<file path="config.mk">
export PLATFORM = sky130hd
export DESIGN_NAME = chunk_frame_header_builder_core_flat
export DESIGN_NICKNAME = d
export VERILOG_FILES = /design/src/hdl/cfhb_pkg.sv /design/src/hdl/cfhb_if.sv /design/src/hdl/cfhb_dp.sv /design/src/hdl/cfhb_ctrl.sv /design/src/hdl/chunk_frame_header_builder_core.sv /design/src/flat_wrapper.sv
export SDC_FILE = /design/constraint.sdc
export NUM_CORES = 1
export LEC_CHECK = 0
export BUFFER_PORTS_ARGS = -buffer_cell sky130_fd_sc_hd__buf_4
export CAP_MARGIN = 20
export CORE_AREA = 2 2 279 281
export DETAILED_ROUTE_END_ITERATION = 12
export DIE_AREA = 0 0 281 283
export GPL_TIMING_DRIVEN = 0
export PLACE_DENSITY_LB_ADDON = 0.08
export REMOVE_ABC_BUFFERS = 1
export SLEW_MARGIN = 20
export SYNTH_ARGS = -nofsm -noshare
export SYNTH_HDL_FRONTEND = slang
export SYNTH_SLANG_ARGS = --single-unit
</file>
<file path="constraint.sdc">
create_clock -name clk -period 18.5 [get_ports clk]
set_input_delay 0.925 -clock clk [delete_from_list [all_inputs] [get_ports clk]]
set_output_delay 0.925 -clock clk [all_outputs]
set_load 0.02 [all_outputs]
</file>
<file path="src/hdl/cfhb_pkg.sv">
`timescale 1ns / 1ps
// ---------------------------------------------------------------------------
// cfhb_pkg
// Shared types, codes and the CRC-32 byte step for the frame header builder.
// ---------------------------------------------------------------------------
package cfhb_pkg;

  // Default payload limit in bytes
  localparam int unsigned MAX_PAYLOAD_DEF = 1024;

  // Input action codes
  localparam logic [1:0] ACT_BEGIN = 2'd0;
  localparam logic [1:0] ACT_BYTE  = 2'd1;
  localparam logic [1:0] ACT_CLOSE = 2'd2;

  // Configuration register indexes
  localparam int unsigned CFG_IDX_W  = 1;
  localparam logic [CFG_IDX_W-1:0] REG_SID_LO = 1'd0;
  localparam logic [CFG_IDX_W-1:0] REG_SID_HI = 1'd1;

  // Header constants
  localparam logic [31:0] CRC_POLY     = 32'hEDB88320;
  localparam logic [31:0] CRC_INIT     = 32'hFFFFFFFF;
  localparam logic [31:0] MAGIC_WORD   = 32'h46524453;
  localparam logic [7:0]  HDR_VERSION  = 8'h01;
  localparam logic [7:0]  TYPE_DATA    = 8'h01;
  localparam logic [7:0]  TYPE_EOF     = 8'h02;
  localparam logic [15:0] HEADER_BYTES = 16'd64;
  localparam logic [31:0] FLAG_LAST    = 32'h00000004;

  // Frame kinds
  localparam logic KIND_DATA = 1'b0;
  localparam logic KIND_EOF  = 1'b1;

  // Controller to datapath commands
  typedef struct packed {
    logic       begin_frame;  // latch begin fields, clear payload
    logic       pay_byte;     // run one payload byte
    logic       close_start;  // evaluate end of file
    logic       hcrc_init;    // preset header CRC register
    logic       hcrc_step;    // fold one header byte
    logic       hcrc_last;    // final header byte, store CRC
    logic       out_load;     // load output register
    logic [2:0] word_idx;
    logic [2:0] byte_idx;
    logic       kind;
    logic       last;
  } cfhb_cmd_t;

  // Datapath to controller status
  typedef struct packed {
    logic at_end;    // frame reaches end of file
    logic out_free;  // output register can take a beat
  } cfhb_sts_t;

  // One byte through the raw (uninverted) reflected CRC-32 register
  function automatic logic [31:0] crc_byte(input logic [31:0] crc, input logic [7:0] b);
    logic [31:0] r;
    r = crc ^ {24'd0, b};
    for (int k = 0; k < 8; k++) begin
      r = r[0] ? ((r >> 1) ^ CRC_POLY) : (r >> 1);
    end
    return r;
  endfunction

endpackage

</file>
<file path="src/hdl/cfhb_if.sv">
`timescale 1ns / 1ps
// ---------------------------------------------------------------------------
// cfhb interfaces
// Input item, result and configuration write channels, valid/ready.
// ---------------------------------------------------------------------------
interface cfhb_in_if;
  logic        valid;
  logic        ready;
  logic [1:0]  action;
  logic [7:0]  data_byte;
  logic [31:0] chunk_number;
  logic [63:0] start_offset;
  logic [63:0] file_total;

  modport source (output valid, action, data_byte, chunk_number, start_offset, file_total,
                  input ready);
  modport sink   (input valid, action, data_byte, chunk_number, start_offset, file_total,
                  output ready);
endinterface

interface cfhb_out_if;
  logic        valid;
  logic        ready;
  logic [63:0] header_word;
  logic [2:0]  word_position;
  logic        frame_kind;
  logic        last;

  modport source (output valid, header_word, word_position, frame_kind, last, input ready);
  modport sink   (input valid, header_word, word_position, frame_kind, last, output ready);
endinterface

interface cfhb_cfg_if;
  logic        valid;
  logic        ready;
  logic        index;
  logic [63:0] data;

  modport source (output valid, index, data, input ready);
  modport sink   (input valid, index, data, output ready);
endinterface

</file>
<file path="src/hdl/cfhb_dp.sv">
`timescale 1ns / 1ps
// ---------------------------------------------------------------------------
// cfhb_dp
// Datapath: latched frame fields, payload CRC and count, header word mux,
// header CRC register and the output register.
// ---------------------------------------------------------------------------
module cfhb_dp
  import cfhb_pkg::*;
#(
  parameter int unsigned MAX_PAYLOAD = MAX_PAYLOAD_DEF
) (
  input  logic        clk,
  input  logic        rst_n,
  // command / status
  input  cfhb_cmd_t   cmd,
  output cfhb_sts_t   sts,
  // input payload
  input  logic [7:0]  in_data_byte,
  input  logic [31:0] in_chunk_number,
  input  logic [63:0] in_start_offset,
  input  logic [63:0] in_file_total,
  // configuration writes
  input  logic        cfg_valid,
  input  logic        cfg_index,
  input  logic [63:0] cfg_data,
  // result
  output logic        out_valid,
  input  logic        out_ready,
  output logic [63:0] out_header_word,
  output logic [2:0]  out_word_position,
  output logic        out_frame_kind,
  output logic        out_last
);

  localparam int unsigned CNT_W = $clog2(MAX_PAYLOAD + 1);
  localparam logic [CNT_W-1:0] MAX_CNT = CNT_W'(MAX_PAYLOAD);

  logic [63:0]      sid_lo_r, sid_hi_r;
  logic [31:0]      chunk_r;
  logic [63:0]      offset_r, total_r;
  logic [31:0]      pay_raw_r;     // uninverted payload CRC register
  logic [CNT_W-1:0] pay_cnt_r;
  logic [31:0]      hacc_r;        // header CRC accumulator
  logic [31:0]      hcrc_r;        // finished header CRC
  logic             at_end_r;
  logic             out_valid_r;
  logic [63:0]      out_word_r;
  logic [2:0]       out_pos_r;
  logic             out_kind_r;
  logic             out_last_r;

  logic [64:0]      end_sum;
  logic             at_end_nxt;
  logic [31:0]      pay_crc;
  logic [63:0]      word_sel;
  logic [7:0]       byte_sel;
  logic [31:0]      hacc_nxt;
  logic [7:0]       f_type;
  logic [31:0]      f_chunk, f_len, f_pcrc, f_flags, f_hcrc;
  logic [63:0]      f_offset;

  // configuration registers
  always_ff @(posedge clk) begin
    if (!rst_n) begin
      sid_lo_r <= '0;
      sid_hi_r <= '0;
    end else if (cfg_valid) begin
      case (cfg_index)
        REG_SID_LO: sid_lo_r <= cfg_data;
        REG_SID_HI: sid_hi_r <= cfg_data;
        default:    sid_lo_r <= sid_lo_r;
      endcase
    end
  end

  // latched frame fields and payload accumulator
  always_ff @(posedge clk) begin
    if (!rst_n) begin
      chunk_r   <= '0;
      offset_r  <= '0;
      total_r   <= '0;
      pay_raw_r <= CRC_INIT;
      pay_cnt_r <= '0;
    end else if (cmd.begin_frame) begin
      chunk_r   <= in_chunk_number;
      offset_r  <= in_start_offset;
      total_r   <= in_file_total;
      pay_raw_r <= CRC_INIT;
      pay_cnt_r <= '0;
    end else if (cmd.pay_byte && (pay_cnt_r < MAX_CNT)) begin
      pay_raw_r <= crc_byte(pay_raw_r, in_data_byte);
      pay_cnt_r <= pay_cnt_r + 1'b1;
    end
  end

  // end of file: carry out of the sum counts as reaching the total
  assign end_sum    = {1'b0, offset_r} + {{(65 - CNT_W){1'b0}}, pay_cnt_r};
  assign at_end_nxt = end_sum[64] || (end_sum[63:0] >= total_r);

  always_ff @(posedge clk) begin
    if (!rst_n) begin
      at_end_r <= 1'b0;
    end else if (cmd.close_start) begin
      at_end_r <= at_end_nxt;
    end
  end

  // header fields for the frame kind in progress
  assign pay_crc  = (pay_cnt_r != '0) ? ~pay_raw_r : 32'd0;
  assign f_type   = (cmd.kind == KIND_EOF) ? TYPE_EOF : TYPE_DATA;
  assign f_chunk  = (cmd.kind == KIND_EOF) ? chunk_r + 32'd1 : chunk_r;
  assign f_offset = (cmd.kind == KIND_EOF) ? total_r : offset_r;
  assign f_len    = (cmd.kind == KIND_EOF) ? 32'd0 : 32'(pay_cnt_r);
  assign f_pcrc   = (cmd.kind == KIND_EOF) ? 32'd0 : pay_crc;
  assign f_flags  = ((cmd.kind == KIND_DATA) && at_end_r) ? FLAG_LAST : 32'd0;
  // CRC field reads as zero while the header CRC is computed
  assign f_hcrc   = cmd.out_load ? hcrc_r : 32'd0;

  // header word mux
  always_comb begin
    case (cmd.word_idx)
      3'd0:    word_sel = {HEADER_BYTES, f_type, HDR_VERSION, MAGIC_WORD};
      3'd1:    word_sel = sid_lo_r;
      3'd2:    word_sel = sid_hi_r;
      3'd3:    word_sel = {f_offset[31:0], f_chunk};
      3'd4:    word_sel = {f_len, f_offset[63:32]};
      3'd5:    word_sel = total_r;
      3'd6:    word_sel = {f_pcrc, f_hcrc};
      3'd7:    word_sel = {32'd0, f_flags};
      default: word_sel = '0;
    endcase
  end

  assign byte_sel = 8'(word_sel >> {cmd.byte_idx, 3'b000});
  assign hacc_nxt = crc_byte(hacc_r, byte_sel);

  // header CRC, one byte per cycle
  always_ff @(posedge clk) begin
    if (!rst_n) begin
      hacc_r <= CRC_INIT;
      hcrc_r <= '0;
    end else if (cmd.hcrc_init) begin
      hacc_r <= CRC_INIT;
    end else if (cmd.hcrc_step) begin
      hacc_r <= hacc_nxt;
      if (cmd.hcrc_last) begin
        hcrc_r <= ~hacc_nxt;
      end
    end
  end

  // output register
  assign sts.out_free = !out_valid_r || out_ready;
  assign sts.at_end   = at_end_r;

  always_ff @(posedge clk) begin
    if (!rst_n) begin
      out_valid_r <= 1'b0;
    end else if (cmd.out_load) begin
      out_valid_r <= 1'b1;
    end else if (out_ready) begin
      out_valid_r <= 1'b0;
    end
  end

  always_ff @(posedge clk) begin
    if (cmd.out_load) begin
      out_word_r <= word_sel;
      out_pos_r  <= cmd.word_idx;
      out_kind_r <= cmd.kind;
      out_last_r <= cmd.last;
    end
  end

  assign out_valid         = out_valid_r;
  assign out_header_word   = out_word_r;
  assign out_word_position = out_pos_r;
  assign out_frame_kind    = out_kind_r;
  assign out_last          = out_last_r;

endmodule

</file>
<file path="src/hdl/cfhb_ctrl.sv">
`timescale 1ns / 1ps
// ---------------------------------------------------------------------------
// cfhb_ctrl
// Controller: decodes input items, sequences the header CRC pass and the
// eight-beat emission of each header.
// ---------------------------------------------------------------------------
module cfhb_ctrl
  import cfhb_pkg::*;
(
  input  logic       clk,
  input  logic       rst_n,
  input  logic       in_valid,
  output logic       in_ready,
  input  logic [1:0] in_action,
  output cfhb_cmd_t  cmd,
  input  cfhb_sts_t  sts
);

  localparam logic [1:0] S_IDLE = 2'd0;
  localparam logic [1:0] S_CRC  = 2'd1;
  localparam logic [1:0] S_EMIT = 2'd2;

  logic [1:0] state_r, state_nxt;
  logic [5:0] cnt_r, cnt_nxt;
  logic       kind_r, kind_nxt;
  logic       in_fire;

  assign in_ready = (state_r == S_IDLE);
  assign in_fire  = in_valid && in_ready;

  // next state and commands
  always_comb begin
    state_nxt = state_r;
    cnt_nxt   = cnt_r;
    kind_nxt  = kind_r;
    cmd       = '0;
    cmd.kind  = kind_r;
    cmd.word_idx = (state_r == S_CRC) ? cnt_r[5:3] : cnt_r[2:0];
    cmd.byte_idx = cnt_r[2:0];
    case (state_r)
      S_IDLE: begin
        if (in_fire) begin
          case (in_action)
            ACT_BEGIN: cmd.begin_frame = 1'b1;
            ACT_BYTE:  cmd.pay_byte = 1'b1;
            ACT_CLOSE: begin
              cmd.close_start = 1'b1;
              cmd.hcrc_init   = 1'b1;
              kind_nxt        = KIND_DATA;
              cnt_nxt         = '0;
              state_nxt       = S_CRC;
            end
            default: state_nxt = S_IDLE;
          endcase
        end
      end
      S_CRC: begin
        cmd.hcrc_step = 1'b1;
        cmd.hcrc_last = (cnt_r == 6'd63);
        cnt_nxt       = cnt_r + 6'd1;
        if (cnt_r == 6'd63) begin
          state_nxt = S_EMIT;
        end
      end
      S_EMIT: begin
        cmd.last = (cnt_r[2:0] == 3'd7) && (kind_r == KIND_EOF || !sts.at_end);
        if (sts.out_free) begin
          cmd.out_load = 1'b1;
          cnt_nxt      = cnt_r + 6'd1;
          if (cnt_r[2:0] == 3'd7) begin
            cnt_nxt = '0;
            if (kind_r == KIND_DATA && sts.at_end) begin
              kind_nxt      = KIND_EOF;
              cmd.hcrc_init = 1'b1;
              state_nxt     = S_CRC;
            end else begin
              kind_nxt  = KIND_DATA;
              state_nxt = S_IDLE;
            end
          end
        end
      end
      default: state_nxt = S_IDLE;
    endcase
  end

  always_ff @(posedge clk) begin
    if (!rst_n) begin
      state_r <= S_IDLE;
      cnt_r   <= '0;
      kind_r  <= KIND_DATA;
    end else begin
      state_r <= state_nxt;
      cnt_r   <= cnt_nxt;
      kind_r  <= kind_nxt;
    end
  end

  // the final beat of a run always returns to idle
  a_last_to_idle: assert property (@(posedge clk) disable iff (!rst_n)
    (cmd.out_load && cmd.last) |=> (state_r == S_IDLE))
    else $error("last beat did not end the run");

  // CRC pass covers exactly 64 bytes before emission
  a_crc_len: assert property (@(posedge clk) disable iff (!rst_n)
    (state_r == S_CRC && cnt_r == 6'd63) |=> (state_r == S_EMIT && cnt_r == 6'd0))
    else $error("header CRC pass length wrong");

  // an EOF header is only built for a frame that ends the file
  a_eof_at_end: assert property (@(posedge clk) disable iff (!rst_n)
    (kind_r == KIND_EOF) |-> sts.at_end)
    else $error("EOF header without end of file");

  // emission starts at word zero
  a_emit_start: assert property (@(posedge clk) disable iff (!rst_n)
    ($rose(state_r == S_EMIT)) |-> (cnt_r == 6'd0))
    else $error("emission did not start at word zero");

endmodule

</file>
<file path="src/hdl/chunk_frame_header_builder_core.sv">
`timescale 1ns / 1ps
// ---------------------------------------------------------------------------
// chunk_frame_header_builder_core
// Builds the CRC-32 protected 64-byte data-frame header, and the EOF header
// that follows when the frame ends the file, as 64-bit beats.
//
//   channel  | dir | payload
//   ---------+-----+------------------------------------------------------
//   in_bus   | in  | action, data_byte, chunk_number, start_offset, file_total
//   out_bus  | out | header_word, word_position, frame_kind, last
//   cfg_bus  | in  | index (0 session id low, 1 session id high), data
//
// Begin, payload byte and unused actions are taken in the idle state.
// A close runs a header CRC pass over 64 bytes (one byte per cycle through
// the CRC unit) plus 8 output beats; an end-of-file close repeats this for the
// EOF header. Input is held off during a close.
// Reset (rst_n low, synchronous) clears latched fields, payload and session id.
// out_bus.ready low stalls emission; the last beat waits in the output
// register while the next item is taken.
// ---------------------------------------------------------------------------
module chunk_frame_header_builder_core
  import cfhb_pkg::*;
#(
  parameter int unsigned MAX_PAYLOAD = MAX_PAYLOAD_DEF
) (
  input  logic          clk,
  input  logic          rst_n,
  cfhb_in_if.sink       in_bus,
  cfhb_out_if.source    out_bus,
  cfhb_cfg_if.sink      cfg_bus
);

  cfhb_cmd_t cmd;
  cfhb_sts_t sts;

  // configuration writes are always taken
  assign cfg_bus.ready = 1'b1;

  // controller
  cfhb_ctrl u_ctrl (
    .clk       (clk),
    .rst_n     (rst_n),
    .in_valid  (in_bus.valid),
    .in_ready  (in_bus.ready),
    .in_action (in_bus.action),
    .cmd       (cmd),
    .sts       (sts)
  );

  // datapath
  cfhb_dp #(
    .MAX_PAYLOAD (MAX_PAYLOAD)
  ) u_dp (
    .clk               (clk),
    .rst_n             (rst_n),
    .cmd               (cmd),
    .sts               (sts),
    .in_data_byte      (in_bus.data_byte),
    .in_chunk_number   (in_bus.chunk_number),
    .in_start_offset   (in_bus.start_offset),
    .in_file_total     (in_bus.file_total),
    .cfg_valid         (cfg_bus.valid),
    .cfg_index         (cfg_bus.index),
    .cfg_data          (cfg_bus.data),
    .out_valid         (out_bus.valid),
    .out_ready         (out_bus.ready),
    .out_header_word   (out_bus.header_word),
    .out_word_position (out_bus.word_position),
    .out_frame_kind    (out_bus.frame_kind),
    .out_last          (out_bus.last)
  );

endmodule
</file>
<file path="src/flat_wrapper.sv">
// flat-port wrapper written by rule: the top's interface ports become plain ports
module chunk_frame_header_builder_core_flat import cfhb_pkg::*;
#(
  parameter int unsigned MAX_PAYLOAD = MAX_PAYLOAD_DEF
)
  (clk, rst_n, in_bus_valid, in_bus_action, in_bus_data_byte, in_bus_chunk_number, in_bus_start_offset, in_bus_file_total, in_bus_ready, out_bus_valid, out_bus_header_word, out_bus_word_position, out_bus_frame_kind, out_bus_last, out_bus_ready, cfg_bus_valid, cfg_bus_index, cfg_bus_data, cfg_bus_ready);
  cfhb_in_if in_bus_i ();
  cfhb_out_if out_bus_i ();
  cfhb_cfg_if cfg_bus_i ();
  input  logic clk;
  input  logic rst_n;
  input wire logic [$bits(in_bus_i.valid)-1:0] in_bus_valid;
  input wire logic [$bits(in_bus_i.action)-1:0] in_bus_action;
  input wire logic [$bits(in_bus_i.data_byte)-1:0] in_bus_data_byte;
  input wire logic [$bits(in_bus_i.chunk_number)-1:0] in_bus_chunk_number;
  input wire logic [$bits(in_bus_i.start_offset)-1:0] in_bus_start_offset;
  input wire logic [$bits(in_bus_i.file_total)-1:0] in_bus_file_total;
  output wire logic [$bits(in_bus_i.ready)-1:0] in_bus_ready;
  output wire logic [$bits(out_bus_i.valid)-1:0] out_bus_valid;
  output wire logic [$bits(out_bus_i.header_word)-1:0] out_bus_header_word;
  output wire logic [$bits(out_bus_i.word_position)-1:0] out_bus_word_position;
  output wire logic [$bits(out_bus_i.frame_kind)-1:0] out_bus_frame_kind;
  output wire logic [$bits(out_bus_i.last)-1:0] out_bus_last;
  input wire logic [$bits(out_bus_i.ready)-1:0] out_bus_ready;
  input wire logic [$bits(cfg_bus_i.valid)-1:0] cfg_bus_valid;
  input wire logic [$bits(cfg_bus_i.index)-1:0] cfg_bus_index;
  input wire logic [$bits(cfg_bus_i.data)-1:0] cfg_bus_data;
  output wire logic [$bits(cfg_bus_i.ready)-1:0] cfg_bus_ready;
  assign in_bus_i.valid = in_bus_valid;
  assign in_bus_i.action = in_bus_action;
  assign in_bus_i.data_byte = in_bus_data_byte;
  assign in_bus_i.chunk_number = in_bus_chunk_number;
  assign in_bus_i.start_offset = in_bus_start_offset;
  assign in_bus_i.file_total = in_bus_file_total;
  assign in_bus_ready = in_bus_i.ready;
  assign out_bus_valid = out_bus_i.valid;
  assign out_bus_header_word = out_bus_i.header_word;
  assign out_bus_word_position = out_bus_i.word_position;
  assign out_bus_frame_kind = out_bus_i.frame_kind;
  assign out_bus_last = out_bus_i.last;
  assign out_bus_i.ready = out_bus_ready;
  assign cfg_bus_i.valid = cfg_bus_valid;
  assign cfg_bus_i.index = cfg_bus_index;
  assign cfg_bus_i.data = cfg_bus_data;
  assign cfg_bus_ready = cfg_bus_i.ready;
  chunk_frame_header_builder_core #(.MAX_PAYLOAD(MAX_PAYLOAD)) u_core (.clk(clk), .rst_n(rst_n), .in_bus(in_bus_i), .out_bus(out_bus_i), .cfg_bus(cfg_bus_i));
endmodule
</file>
## After elaboration in Yosys (flattened, before gate mapping)

Cells that the tools add are included.

| cells by class | value |
|---|---|
| $mul | 0 |
| div/mod/pow operators | 0 |
| add/subtract/negate cells | 4 |
| order comparisons | 2 |
| shift-type cells | 1 |
| mux-type cells | 57 |
| equality and inequality tests | 19 |
| bitwise operators | 24 |
| reduce and logical (&&, ||, !) cells | 25 |

Operators with widths:

| cell | count |
|---|---|
| 32-bit two-way mux | 20 |
| 64-bit case mux with 8 select lines | 1 |
| 13-bit NOT with 14-bit output | 16 |
| 64-bit by 11-bit adder with 65-bit output | 1 |
| 64-bit greater-or-equal comparator | 1 |
| 64-bit two-way mux | 1 |
| 32-bit NOT | 2 |
| 64-bit by 6-bit >> shifter with 8-bit output | 1 |
| 32-bit by 8-bit bitwise XOR with 32-bit output | 2 |
| 32-bit by 1-bit adder with 32-bit output, second input constant | 1 |
| 6-bit two-way mux | 4 |
| 6-bit case mux with 3 select lines | 1 |
| 3-bit == test, second input constant | 5 |
| 1-bit two-way mux | 14 |
| 2-bit two-way mux | 7 |
| 11-bit by 1-bit adder with 11-bit output, second input constant | 1 |
| 11-bit < comparator, second input constant | 1 |
| 11-bit two-way mux | 1 |
| 11-bit nonzero test | 1 |
| 5-bit AND reduction | 2 |
| 3-bit two-way mux | 3 |
| 2-bit by 1-bit != test with 1-bit output, second input constant | 4 |
| 6-bit by 1-bit adder with 6-bit output, second input constant | 1 |
| 3-bit by 2-bit == test with 1-bit output, second input constant | 2 |
| other kinds (21) | 39 |

| storage, ports and cells | value |
|---|---|
| bits in registers | 475 |
| input bits | 240 |
| RAM bits | 0 |
| output and inout bits | 72 |
| memories kept | 0 |
| logic and storage cells | 150 |
| ROM bits | 0 |
| latch bits | 0 |

## Longest topological paths before layout

| logic depth | value |
|---|---|
| depth in word-level cells | 25 |
| mapped depth | 28 |

## By module

A second synthesis with hierarchy kept.

| unflattened totals | value |
|---|---|
| cell total of the unflattened synthesis | 2987 |
| area total of the unflattened synthesis | 26977.1 sq um |

Modules (own cells, without submodules):

| module | instances | cells each | area each (sq um) |
|---|---|---|---|
| cfhb_dp | 1 | 2897 | 26197.6 |
| cfhb_ctrl | 1 | 88 | 768.2 |
| chunk_frame_header_builder_core | 1 | 2 | 11.3 |

## Least setup slack after synthesis

OpenSTA, ideal clock, no wires.

| path | value |
|---|---|
| kind | in2reg |
| from | in out_bus_ready |
| to | reg u_core.u_dp.hcrc_r[19] |
| library setup time | 0.115 ns |
| arrival | 6.110 ns |
| buffers on the path | 0 |
| stages | 12 |
| setup slack | 12.274 ns |
| cells stage by stage | nor2b_1 -> nor2_1 -> a41o_1 -> a22oi_1 -> nand2_1 -> a32oi_1 -> o211a_1 -> xnor2_2 -> xnor2_2 -> xor2_2 -> xnor3_1 -> a31o_1 |

RTL lines:

| element | line | RTL |
|---|---|---|
| start: declaration | flat_wrapper.sv:24 | `input wire logic [$bits(out_bus_i.ready)-1:0] out_bus_ready;` |
| end signal: assignment | cfhb_dp.sv:147 | `hcrc_r <= ~hacc_nxt;` |
| end: declaration | cfhb_dp.sv:44 | `logic [31:0] hcrc_r;` |

## Worst setup path in the final report

| path | value |
|---|---|
| from | reg u_core.u_dp.offset_r[22] |
| to | reg u_core.u_dp.at_end_r |

| on the way | value |
|---|---|
| cells in the longest elaborated chain, start to end | 3 |

Ends and longest elaborated chain:

| element | line | RTL |
|---|---|---|
| start: declaration | cfhb_dp.sv:40 | `logic [63:0] offset_r, total_r;` |
| start signal: assignment | cfhb_dp.sv:86 | `offset_r <= in_start_offset;` |
| 64-bit by 11-bit adder with 65-bit output (*) | cfhb_dp.sv:97 | `assign end_sum = {1'b0, offset_r} + {{(65 - CNT_W){1'b0}}, pay_cnt_r};` |
| 64-bit greater-or-equal comparator | cfhb_dp.sv:98 | `assign at_end_nxt = end_sum[64] \|\| (end_sum[63:0] >= total_r);` |
| 1-bit logical OR (*) | cfhb_dp.sv:98 |  |
| end signal: assignment | cfhb_dp.sv:104 | `at_end_r <= at_end_nxt;` |
| end: declaration | cfhb_dp.sv:45 | `logic at_end_r;` |

Mark *: on every way between the ends. The rest lies on a longest branch, timed or not.
A chain may end at the register's enable or synchronous reset.

==> metrics.md <==
| Metric | Value |
|---|---|
| Status | finished, final reports clean |
| Logic gate share of total power | 0.165 |
| WS Path Type | register to register |
| Overall Global Routing Usage | 0.287 |
| Worst clock skew | 0.0316 ns |
| CTS tree | built |
| Setup TNS | 0 ns |
| Largest area contributor in the netlist | dfxtp_1 |
| Cell Area, Synth | 26700 um2 |
| CP endpoint kind | register |
| Sequential area share after synthesis | 0.383 |
| Routed len/inst | 26.4 um |
| Register area | 10200 um2 |
| Post-Syn Instances | 3125 |
| P_leak | 11.9 nW |
| Post-CTS setup buffers | 0 |
| Achievable frequency | 0.130 GHz |
| Cell repeated most along the worst path | and4_1 |
| H-tree Lvls | 2 |
| Fin. max-slew vios | 0 |
| Rel. slew slack | 0.219 |
| Initial detailed-routing violation count | 2219 |
| Setup repair after global routing missed its margin | no |
| Share of post-route cells with drive strength above 1 | 0.164 |
| Row count | 102 |
| Worst r2r src | u_core.u_dp.offset_r[22] |
| Design area | 32400 um2 |
| CP max stage delay | 0.87 ns |
| Grt ovf | 0 |
| Clk Latency, worst-skew pair | 0.65 ns |
| Cts hold-fix bufs | 0 |
| VDD IR max | 78.1 uV |
| Post-synth EDFFs | 69 |
| Min-Delay Path Class | register to register |
| Clock network power share | 0.431 |
| Die Y | 283 um |
| Buffers on Ports | 310 |
| WP data arrival | 8.28 ns |
| Top Usage Layer GRT | met2 |
| Residual DRC | 0 |
| Smallest hold slack | 0.465 ns |
| Switching power | 0.000806 W |
| HPWL Detailed | 89000 um |
| Cells along the critical path | and3_1 -> and4_1 -> and4_1 -> and3_1 -> and4_1 -> nand4_1 -> or4b_1 -> nor2_1 -> nand3_1 -> a211oi_1 -> nand3_1 -> xnor2_1 -> ha_1 -> nand4_1 -> nor4_1 -> nand2_1 -> or3_1 -> nor4_1 -> a2111oi_0 -> a21oi_1 |
| Most frequent cells in the layout | nand2_1, dfxtp_1, buf_4, a21boi_0, nor2_1 |
| Min cycle time layout | 7.71 ns |
| Die W | 281 um |
| CORE AREA | 76700 um2 |
| Avg Inst Size Synth | 8.53 um2 |
| # clock sinks | 475 |
| First-pass GRT wire length | 167000 um |
| Asr flop ratio synth | 0 |
| Crit Path Max Fanout | 6 |
| RR Endpoint | u_core.u_dp.at_end_r |
| Post_cts resized | 0 |
| Layout area overhead | 21.6% |
| Die area | 79500 um2 |
| Final core occ | 0.423 |
| Max clock buf depth | 3 |
| Multi-input gate area | 15300 um2 |
| Clk root buf | clkbuf_16 |
| Routed vias | 24400 |
| FF+latch count, synth | 475 |
| Pwr Density | 85.3 nW/um2 |
| CP Data Required Time | 19.06 ns |
| Switching share of power | 0.292 |
| DP Area | 30400 um2 |
| Max Cap Violations | 0 |
| Total power | 0.00276 W |
| Layout Nets | 3662 |
| CP Capture Point | u_core.u_dp.at_end_r |
| Internal Power | 0.00196 W |
| YS warnings | 0 |
| Final setup vio count | 0 |
| Clock-pin slew on the worst setup and hold paths | 0.07 ns |
| Final hold viol count | 0 |
| Post-synth cell types | 116 |
| Flop pwr share | 0.404 |
| Initial antenna violation count | 5 |
| Hold Path Cell Cnt | 2 |
| Most common cell after layout, fill and taps aside | nand2_1 |
| R2R depth | 20 |
| GR Util met3 | 0.0494 |
| WL final | 117000 um |
| Fillers | 7735 |
| Cell types occupying the most area after synthesis | dfxtp_1, nand2_1, a21boi_0 |
| Largest net degree at the start of global routing | 137 |
| Crit-path slowest cell | a211oi_1 |
| Final RePlAce weighted congestion | 0.946 |
| Worst Setup SP | u_core.u_dp.offset_r[22] |
| Initial Util | 0.348 |
| Startpoint Class | register |
| # diodes | 0 |
| TritonCTS buffer count | 57 |
| Area share of the largest cell type after synthesis | 0.305 |
| Top FF cell, synth | dfxtp_1 |
| Vias in the first global route | 23900 |
| Met1 Use GR | 0.390 |
| TritonRoute pass-1 iters | 8 |
| Vias per inst | 5.52 |
| Antenna Nets Post-Route | 0 |
| Ratio of final minimum period to clock period | 0.417 |
| Grt met2 use | 0.462 |
| Worst Tran Pin Value | 1.17 ns |
| FF-to-FF setup slack | 10.79 ns |
| I/O pin total | 312 |
[power by group through the flow]
stage | clock [W] | combinational (W) | sequential [W]
final | 0.00119 | 0.000456 | 0.00112
after global routing | 0.00125 | 0.000489 | 0.00112
after CTS | 0.00121 | 0.000455 | 0.00112
after detailed placement | 0 | 0.000452 | 0.00114
after global placement | 0 | 0.000444 | 0.00114
after floorplan | 0 | 0.000273 | 0.00112
[Yosys cell counts (9+ instances only)]
master	number
a211o_1	17
a211oi_1	13
a21boi_0	297
a21o_1	22
a21oi_1	93
a221oi_1	11
a222oi_1	22
a22oi_1	16
a31oi_1	9
and2_1	14
and3_1	22
and4_1	13
buf_1	11
buf_2	35
buf_4	15
clkbuf_1	140
dfxtp_1	406
edfxtp_1	69
ha_1	84
inv_1	100
mux2_2	13
mux2i_1	54
nand2_1	747
nand2b_1	11
nand3_1	38
nand4_1	43
nor2_1	148
nor2b_1	21
nor3_1	29
nor4_1	14
o211a_1	11
o211ai_1	54
o21ai_0	90
o21ai_1	13
o221ai_1	28
or3_1	10
xnor2_1	144
xor2_1	68
[registers in the layout (all words and copies together), names as in the netlist, 11 cells and up]
name and cells:
u_core.u_dp.offset_r 64, u_core.u_dp.out_header_word 64, u_core.u_dp.sid_hi_r 64, u_core.u_dp.sid_lo_r 64, u_core.u_dp.total_r 64, u_core.u_dp.chunk_r 32, u_core.u_dp.hacc_r 32, u_core.u_dp.hcrc_r 32
u_core.u_dp.pay_raw_r 32, u_core.u_dp.pay_cnt_r 11
[metrics by stage]
stage | std cells | worst slack, ns
2_1_floorplan | 2917 | 9.19
3_3_place_gp | 4267 | 2.17
3_5_place_dp | 4318 | 10.94
4_1_cts | 4426 | 10.93
5_1_grt | 4426 | 10.37
6_report | 4426 | 10.79
[critical path: cells and delay by family, from the launching register on]
kind                       cells  cell delay [ns]
adders and majority gates      1             0.28
DFF                            1             0.49
xor gates and xnor gates       1             0.19
AOI/OAI and AO/OA              3             1.23
and+or+nand+nor               15             5.45
[kinds of logic after synthesis]
logic type | after synthesis | share of synthesized area
fa+ha+maj | 85 | 0.0402
buf+inv | 312 | 0.0497
other cells | 1 | 0.000141
compound gates | 775 | 0.213
xor+xnor | 236 | 0.0890
simple gates | 1167 | 0.194
mux | 74 | 0.0314
flops | 475 | 0.383
[cell type report]
class / instances / area share
tap: 1040 / 0.0402
timing repair buffer: 361 / 0.101
inverter: 104 / 0.0121
clock buffer: 68 / 0.0469
sequential: 475 / 0.315
clock inverter: 40 / 0.0137
multi-input combinational: 2338 / 0.471
[worst min-delay path by stage]
stage,from,to,slack (ns)
6_report,u_core.u_dp.hcrc_r[14],u_core.u_dp.hcrc_r[14],0.47
3_3_place_gp,u_core.u_dp.sid_hi_r[26],u_core.u_dp.sid_hi_r[26],0.45
5_1_grt,u_core.u_dp.sid_hi_r[15],u_core.u_dp.sid_hi_r[15],0.48
3_5_place_dp,u_core.u_dp.sid_hi_r[28],u_core.u_dp.sid_hi_r[28],0.46
2_1_floorplan,u_core.u_dp.sid_hi_r[0],u_core.u_dp.sid_hi_r[0],0.44
4_1_cts,u_core.u_dp.sid_hi_r[28],u_core.u_dp.sid_hi_r[28],0.46
[metal layers]
layer	vias to the layer above	share of wire
li1	11300	-
met1	12000	0.44
met2	908	0.45
met3	181	0.073
met4	6	0.033
met5	-	0.00034
Power figures use the tool's default switching activity.
